## config.mk

```make
export PLATFORM = sky130hd
export DESIGN_NAME = rc_satellite_frame_parser_top
export DESIGN_NICKNAME = d
export VERILOG_FILES = /design/src/rtl/rcsfp_pkg.sv /design/src/rtl/rcsfp_decode.sv /design/src/rtl/rc_satellite_frame_parser_top.sv
export SDC_FILE = /design/constraint.sdc
export NUM_CORES = 1
export LEC_CHECK = 0
export BUFFER_PORTS_ARGS = -buffer_cell sky130_fd_sc_hd__buf_2
export CAP_MARGIN = 20
export CORE_ASPECT_RATIO = 2
export CORE_MARGIN = 2
export CORE_UTILIZATION = 48
export DETAILED_ROUTE_END_ITERATION = 10
export PLACE_DENSITY = 0.68
export SYNTH_ARGS = -nofsm -noshare
export SYNTH_HDL_FRONTEND = slang
export SYNTH_SLANG_ARGS = --single-unit
export TNS_END_PERCENT = 30
```

## constraint.sdc

```tcl
create_clock -name clock -period 11.1 [get_ports clock]
set_clock_uncertainty 0.05 [all_clocks]
set_input_delay 2.22 -clock clock [delete_from_list [all_inputs] [get_ports clock]]
set_output_delay 2.22 -clock clock [all_outputs]
set_load 0.01 [all_outputs]
```

## src/rtl/rcsfp_pkg.sv

```systemverilog
// Shared types and constants for the RC satellite frame parser.
package rcsfp_pkg;

   localparam int DATA_W     = 8;
   localparam int TIME_W     = 32;
   localparam int GAP_W      = 16;
   localparam int CNT_W      = 16;
   localparam int IDX_W      = 4;
   localparam int VAL_W      = 12;
   localparam int WORDS_W    = 3;
   localparam int PHASE_W    = 3;
   localparam int CSR_ADDR_W = 1;
   localparam int CSR_DATA_W = 16;
   localparam int REQ_DATA_W = 40;
   localparam int RSP_DATA_W = 48;

   localparam logic [CSR_ADDR_W-1:0] CSR_TEN_BIT_MODE = 1'd0;
   localparam logic [CSR_ADDR_W-1:0] CSR_FRAME_GAP_US = 1'd1;

   localparam logic [GAP_W-1:0] FRAME_GAP_RESET = 16'd7500;

   localparam logic [PHASE_W-1:0] PH_WAIT   = 3'd0;
   localparam logic [PHASE_W-1:0] PH_ERR_HI = 3'd1;
   localparam logic [PHASE_W-1:0] PH_ERR_LO = 3'd2;
   localparam logic [PHASE_W-1:0] PH_CH_HI  = 3'd3;
   localparam logic [PHASE_W-1:0] PH_CH_LO  = 3'd4;

   localparam logic [WORDS_W-1:0] WORDS_10BIT = 3'd7;
   localparam logic [WORDS_W-1:0] WORDS_11BIT = 3'd6;

   localparam logic [VAL_W-1:0] OFFSET_CH0   = 12'd338;
   localparam logic [VAL_W-1:0] OFFSET_OTHER = 12'd1024;

   typedef struct packed {
      logic [PHASE_W-1:0] phase;
      logic [DATA_W-1:0]  first_byte;
      logic [WORDS_W-1:0] words;
      logic [TIME_W-1:0]  last_time;
      logic [CNT_W-1:0]   err_count;
      logic [CNT_W-1:0]   frame_count;
   } parse_state_type;

   typedef struct packed {
      logic [CNT_W-1:0] frames_seen;
      logic [CNT_W-1:0] frame_error_count;
      logic [VAL_W-1:0] channel_value;
      logic [IDX_W-1:0] channel_index;
      logic             frame_done;
   } result_type;

endpackage

```

## src/rtl/rcsfp_decode.sv

```systemverilog
// Per-byte frame parsing: next parser state and the decoded channel word.
module rcsfp_decode (
   input  rcsfp_pkg::parse_state_type       state_cur,
   input  logic                             ten_bit_mode,
   input  logic [rcsfp_pkg::GAP_W-1:0]      frame_gap_us,
   input  logic [rcsfp_pkg::DATA_W-1:0]     rx_byte,
   input  logic [rcsfp_pkg::TIME_W-1:0]     time_us,
   output rcsfp_pkg::parse_state_type       state_nxt,
   output rcsfp_pkg::result_type            result,
   output logic                             result_valid
);
   import rcsfp_pkg::*;

   logic [TIME_W-1:0]  gap;
   logic [PHASE_W-1:0] phase;
   logic [IDX_W-1:0]   addr;
   logic [10:0]        raw;
   logic [WORDS_W-1:0] limit;
   logic [WORDS_W-1:0] words_inc;
   logic [CNT_W-1:0]   frames_inc;
   logic               done;

   assign gap        = time_us - state_cur.last_time;
   assign phase      = (gap > {{(TIME_W-GAP_W){1'b0}}, frame_gap_us}) ? PH_ERR_HI
                                                                      : state_cur.phase;
   assign words_inc  = state_cur.words + 3'd1;
   assign frames_inc = state_cur.frame_count + 16'd1;

   always_comb begin
      if (ten_bit_mode) begin
         addr  = state_cur.first_byte[5:2];
         raw   = {state_cur.first_byte[1:0], rx_byte, 1'b0};
         limit = WORDS_10BIT;
      end else begin
         addr  = state_cur.first_byte[6:3];
         raw   = {state_cur.first_byte[2:0], rx_byte};
         limit = WORDS_11BIT;
      end
   end

   assign done = words_inc >= limit;

   assign result.channel_index     = addr;
   assign result.channel_value     = {1'b0, raw} - ((addr == '0) ? OFFSET_CH0 : OFFSET_OTHER);
   assign result.frame_error_count = state_cur.err_count;
   assign result.frame_done        = done;
   assign result.frames_seen       = done ? frames_inc : state_cur.frame_count;

   always_comb begin
      state_nxt           = state_cur;
      state_nxt.last_time = time_us;
      result_valid        = 1'b0;
      case (phase)
         PH_ERR_HI: begin
            state_nxt.first_byte = rx_byte;
            state_nxt.phase      = PH_ERR_LO;
         end
         PH_ERR_LO: begin
            state_nxt.err_count = {state_cur.first_byte, rx_byte};
            state_nxt.words     = '0;
            state_nxt.phase     = PH_CH_HI;
         end
         PH_CH_HI: begin
            state_nxt.first_byte = rx_byte;
            state_nxt.phase      = PH_CH_LO;
         end
         PH_CH_LO: begin
            state_nxt.words = words_inc;
            result_valid    = 1'b1;
            if (done) begin
               state_nxt.phase       = PH_WAIT;
               state_nxt.frame_count = frames_inc;
            end else begin
               state_nxt.phase = PH_CH_HI;
            end
         end
         default: begin
            state_nxt.phase = PH_WAIT;
         end
      endcase
   end

endmodule

```

## src/rtl/rc_satellite_frame_parser_top.sv

```systemverilog
// A request transfer is captured in the input register, decoded, and its response is held in the result register.
// Throughput: one byte per cycle; the input register and the parser state advance
// together whenever the result register is empty or being drained.
// Reset: synchronous, active high; parser waits for a sync gap, counters and the
// last timestamp clear, registers return to 11-bit mode and a 7500 us gap.
// Bytes that close no channel word give no response transfer.
module rc_satellite_frame_parser_top (
   input  logic                                clock,
   input  logic                                reset,
   input  logic                                req_tvalid,
   output logic                                req_tready,
   input  logic [rcsfp_pkg::REQ_DATA_W-1:0]    req_tdata,   // rx_byte, time_us
   output logic                                rsp_tvalid,
   input  logic                                rsp_tready,
   output logic [rcsfp_pkg::RSP_DATA_W-1:0]    rsp_tdata,   // channel_index, channel_value,
                                                            // frame_error_count, frames_seen
   output logic                                rsp_tlast,   // frame_done
   input  logic                                csr_we,
   input  logic [rcsfp_pkg::CSR_ADDR_W-1:0]    csr_addr,
   input  logic [rcsfp_pkg::CSR_DATA_W-1:0]    csr_wdata
);
   import rcsfp_pkg::*;

   logic                 mode_ff;
   logic [GAP_W-1:0]     gap_ff;
   logic                 in_valid_ff;
   logic [DATA_W-1:0]    in_byte_ff;
   logic [TIME_W-1:0]    in_time_ff;
   parse_state_type      state_ff;
   parse_state_type      state_in;
   result_type           res_ff;
   result_type           res_in;
   logic                 res_valid_ff;
   logic                 res_hit;
   logic                 out_free;
   logic                 advance;

   assign out_free   = !res_valid_ff || rsp_tready;
   assign advance    = in_valid_ff && out_free;
   assign req_tready = !in_valid_ff || out_free;

   rcsfp_decode u_decode (
      .state_cur    (state_ff),
      .ten_bit_mode (mode_ff),
      .frame_gap_us (gap_ff),
      .rx_byte      (in_byte_ff),
      .time_us      (in_time_ff),
      .state_nxt    (state_in),
      .result       (res_in),
      .result_valid (res_hit)
   );

   always_ff @(posedge clock) begin
      if (reset) begin
         mode_ff <= 1'b0;
         gap_ff  <= FRAME_GAP_RESET;
      end else if (csr_we) begin
         case (csr_addr)
            CSR_TEN_BIT_MODE: mode_ff <= csr_wdata[0];
            CSR_FRAME_GAP_US: gap_ff  <= csr_wdata;
            default: ;
         endcase
      end
   end

   always_ff @(posedge clock) begin
      if (reset) begin
         in_valid_ff <= 1'b0;
      end else if (req_tready) begin
         in_valid_ff <= req_tvalid;
      end
   end

   always_ff @(posedge clock) begin
      if (req_tready && req_tvalid) begin
         in_byte_ff <= req_tdata[DATA_W-1:0];
         in_time_ff <= req_tdata[DATA_W +: TIME_W];
      end
   end

   always_ff @(posedge clock) begin
      if (reset) begin
         state_ff.phase       <= PH_WAIT;
         state_ff.first_byte  <= '0;
         state_ff.words       <= '0;
         state_ff.last_time   <= '0;
         state_ff.err_count   <= '0;
         state_ff.frame_count <= '0;
      end else if (advance) begin
         state_ff <= state_in;
      end
   end

   always_ff @(posedge clock) begin
      if (reset) begin
         res_valid_ff <= 1'b0;
      end else if (out_free) begin
         res_valid_ff <= advance && res_hit;
      end
   end

   always_ff @(posedge clock) begin
      if (advance && res_hit) begin
         res_ff <= res_in;
      end
   end

   assign rsp_tvalid = res_valid_ff;
   assign rsp_tdata  = {res_ff.frames_seen, res_ff.frame_error_count,
                        res_ff.channel_value, res_ff.channel_index};
   assign rsp_tlast  = res_ff.frame_done;

endmodule
```

==> results.tsv <==
stage	metric	value	unit
setup_path	Critical Path Sink Type	register	
yosys	Cells after Synth	1045	
sta	Slew @ Worst Pin	0.995	ns
yosys	Syn Nets	1164	
sta	worst slew margin relative to its limit	0.337	
setup_path	Register-to-Register Path Depth	20	
sta	worst hold slack	0.374	ns
sta	f_max	0.188	GHz
placed_design	Post-DP HPWL	17400	µm
cts	post-CTS setup buffers	0	
placed_design	port bufs	112	
yosys	syn avg cell area	9.32	µm²
route	# DRC	0	
finish	layout cells sized above 1	0.165	
yosys	post-synthesis xor/xnor area fraction	0.0423	
sta	RSZ-0062 raised after global routing	false	
setup_path	crit path kind	register to register	
yosys	mapped cell area	9730	µm²
yosys	cell accounting for the most synthesized area	edfxtp_1	
hold_path	worst hold stages	0	
finish	Fillers	1848	
yosys	largest family of logic cells by synthesized area	simple AND/OR/NAND/NOR gates	
cts	number of CTS-inserted buffers	17	
hold_path	Hold Path Sink	rsp_tdata[24]	
grt	Remaining Overflow, GRT	0	
setup_path	R2R Path Start	in_time_ff[0]	
route	initial detailed-routing violation count	284	
job	maxcap violations	0	
sta	Setup Viol. Count Final	0	
hold_path	Hold WC Path Type	register to register	
finish	n_diodes	0	
power	clock power share	0.364	
power	NetSw	0.497	mW
die	core area	19900	µm²
yosys	Synth Area in Adders	0.0740	
yosys	mux contribution to synthesized area	0.0344	
die	die width	105	µm
setup_path	Crit Reg-Reg Endpoint	rsp_tdata[7]	
route	Pre-antenna DRT Iters	4	
outcome	outcome	finished, final reports clean	
yosys	Yosys reg bits	186	
sta	final worst slack	5.78	ns
yosys	Async S/R FF share, synth	0	
power	Pint	1.18	mW
die	io pins	113	
finish	area grow syn2layout	14.6	%
power	Pwr Density	150	nW/µm²
yosys	Post-Synth Simple-Gate Area	0.180	
die	Die ar.	21500	µm²
power	Seq pwr share	0.455	
setup_path	flop2flop setup slack	5.78	ns
sta	Final period util	0.480	
die	die height	205	µm
sta	Tmin final	5.32	ns
yosys	Synth cell types	67	
yosys	YS warnings	0	
grt	number of global-route vias before repair	7785	
cts	post-CTS sizing	0	
setup_path	Worst setup SP type	register	
grt	largest net degree at the start of global routing	116	
power	PnR Total Power	1.67	mW
die	Initial Util	0.489	
cts	clock buffer depth	2	
yosys	Post-synth EDFFs	89	
finish	fin nets	1261	
hold_path	hold_sp	state_ff[24]	
grt	GRT Util Overall	0.226	
yosys	ys flop type	dfxtp_1	
power	maximum vdd ir drop	0.122	mV
sta	Slew Viols, Final	0	
yosys	most numerous cell in the Yosys netlist	nand2_1	
cts	Worst-path clk slew	0.08	ns
placed_design	dpl ws	5.46	ns
yosys	leading post-synthesis cells by instance count	nand2_1 (160), a21oi_1 (126), dfxtp_1 (97), edfxtp_1 (89), inv_1 (71)	
placed_design	gpl congestion	0.951	
power	combinational share of power	0.181	
cts	hold_buf cts	0	
grt	global-route wire length before repair	38100	µm
yosys	Compound-Gate Fraction of Synth Area	0.149	
cts	clock root buffer master	clkbuf_16	
power	sw frac	0.297	
sta	final setup TNS	0	ns
die	number of placement rows	73	
setup_path	CP arrival	5.40	ns
yosys	synth top area cells	edfxtp_1 (27%), dfxtp_1 (20%), ha_1 (7.2%)	
setup_path	Crit Path Max Fanout	41	
yosys	sequential cell area fraction in the yosys report	0.474	
route	final wirelength	23800	µm
cts	CTS H-tree depth	4	
power	Leak	4.35	nW
setup_path	Crit path required time	11.18	ns
cts	CTS tree	yes	
finish	Final Util	0.560	
route	DR WL/cell	16.8	µm
route	Via-to-Cell Ratio	5.55	
cts	clock sinks	186	
grt	antenna violations before repair	0	
route	via count	7868	
route	antenna viol nets, final	0	
sta	final hold vios	0	
yosys	top cell type's share of synthesized area	0.275	
cts	clk_lat worst skew	0.44	ns
[worst max path at each step]
stage | from | slack, ns | endpoint
after floorplan | in_time_ff[0] | 5.95 | rsp_tdata[0]
after global placement | in_time_ff[0] | 5.60 | rsp_tdata[21]
after detailed placement | in_time_ff[0] | 5.46 | rsp_tdata[5]
after CTS | in_time_ff[0] | 5.43 | rsp_tdata[4]
after global routing | in_time_ff[0] | 5.27 | rsp_tdata[4]
final | in_time_ff[0] | 5.78 | rsp_tdata[7]
[per-stage QoR]
step,instances,area [µm²]
after floorplan,1045,9730
after global placement,1383,10500
after detailed placement,1383,10500
after CTS,1415,11100
after global routing,1417,11200
final,1417,11200
[final cells by class]
class	instances	area [µm²]	area share
multi-input combinational	744	4680	0.420
tap	262	328	0.0294
clock inverter	14	146	0.0131
sequential	186	4610	0.414
inverter	71	267	0.0239
timing repair buffer	122	668	0.0599
clock buffer	18	450	0.0404
[critical path, stage by stage, from the launching register on]
cell	delay [ns]
edfxtp_1	0.35
inv_1	0.05
ha_1	0.21
fa_1	0.40
nand2b_1	0.18
a21oi_1	0.22
o21ai_0	0.30
a21oi_1	0.23
nor2b_1	0.08
xnor2_1	0.13
ha_1	0.28
nand4_1	0.10
nor4b_1	0.36
a22oi_1	0.20
a2111oi_4	0.23
nand4_2	0.19
nor4_4	0.28
buf_4	0.42
nand2_1	0.17
inv_2	0.28
buf_12	0.26
[cell families (layout without fill, tap and decap cells)]
logic type                 Yosys count  count (layout)
muxes                               31              31
AOI/OAI and AO/OA                  246             246
buffers and inverters              115             225
adders and majority gates           57              57
xor gates and xnor gates            47              47
and+or+nand+nor                    363             363
DFF                                186             186
[layer usage]
layer | share of wire | vias up | track usage
met5 | 0 | - | 0
li1 | - | 3886 | -
met1 | 0.36 | 3733 | 0.222
met4 | 0.056 | 0 | 0.133
met2 | 0.56 | 178 | 0.438
met3 | 0.030 | 71 | 0.0371
[state kept, by name (all words and copies together), names as in the netlist]
register     count
state_ff        78
in_valid_ff      1
rsp_tdata       48
mode_ff          1
gap_ff          16
rsp_tlast        1
in_byte_ff       8
in_time_ff      32
rsp_tvalid       1
[power groups by stage]
stage	Sequential [mW]	Combinational (mW)	Clock, mW
final	0.762	0.303	0.610
after global routing	0.765	0.339	0.651
after CTS	0.762	0.303	0.624
after detailed placement	0.777	0.301	0
after global placement	0.777	0.297	0
after floorplan	0.771	0.222	0
[cells in the final DEF, fill, tap and decap left out, types with 21 or more instances in the layout]
master	Yosys	routed
nor2_1	49	49
inv_1	71	70
o21ai_0	51	51
nand3_1	29	29
xnor2_1	27	27
nand2_1	160	160
a21oi_1	126	126
dfxtp_1	97	97
edfxtp_1	89	89
nand4_1	21	21
ha_1	56	56
nand2b_1	29	29
buf_2	4	112
Power figures use the tool's default switching activity.
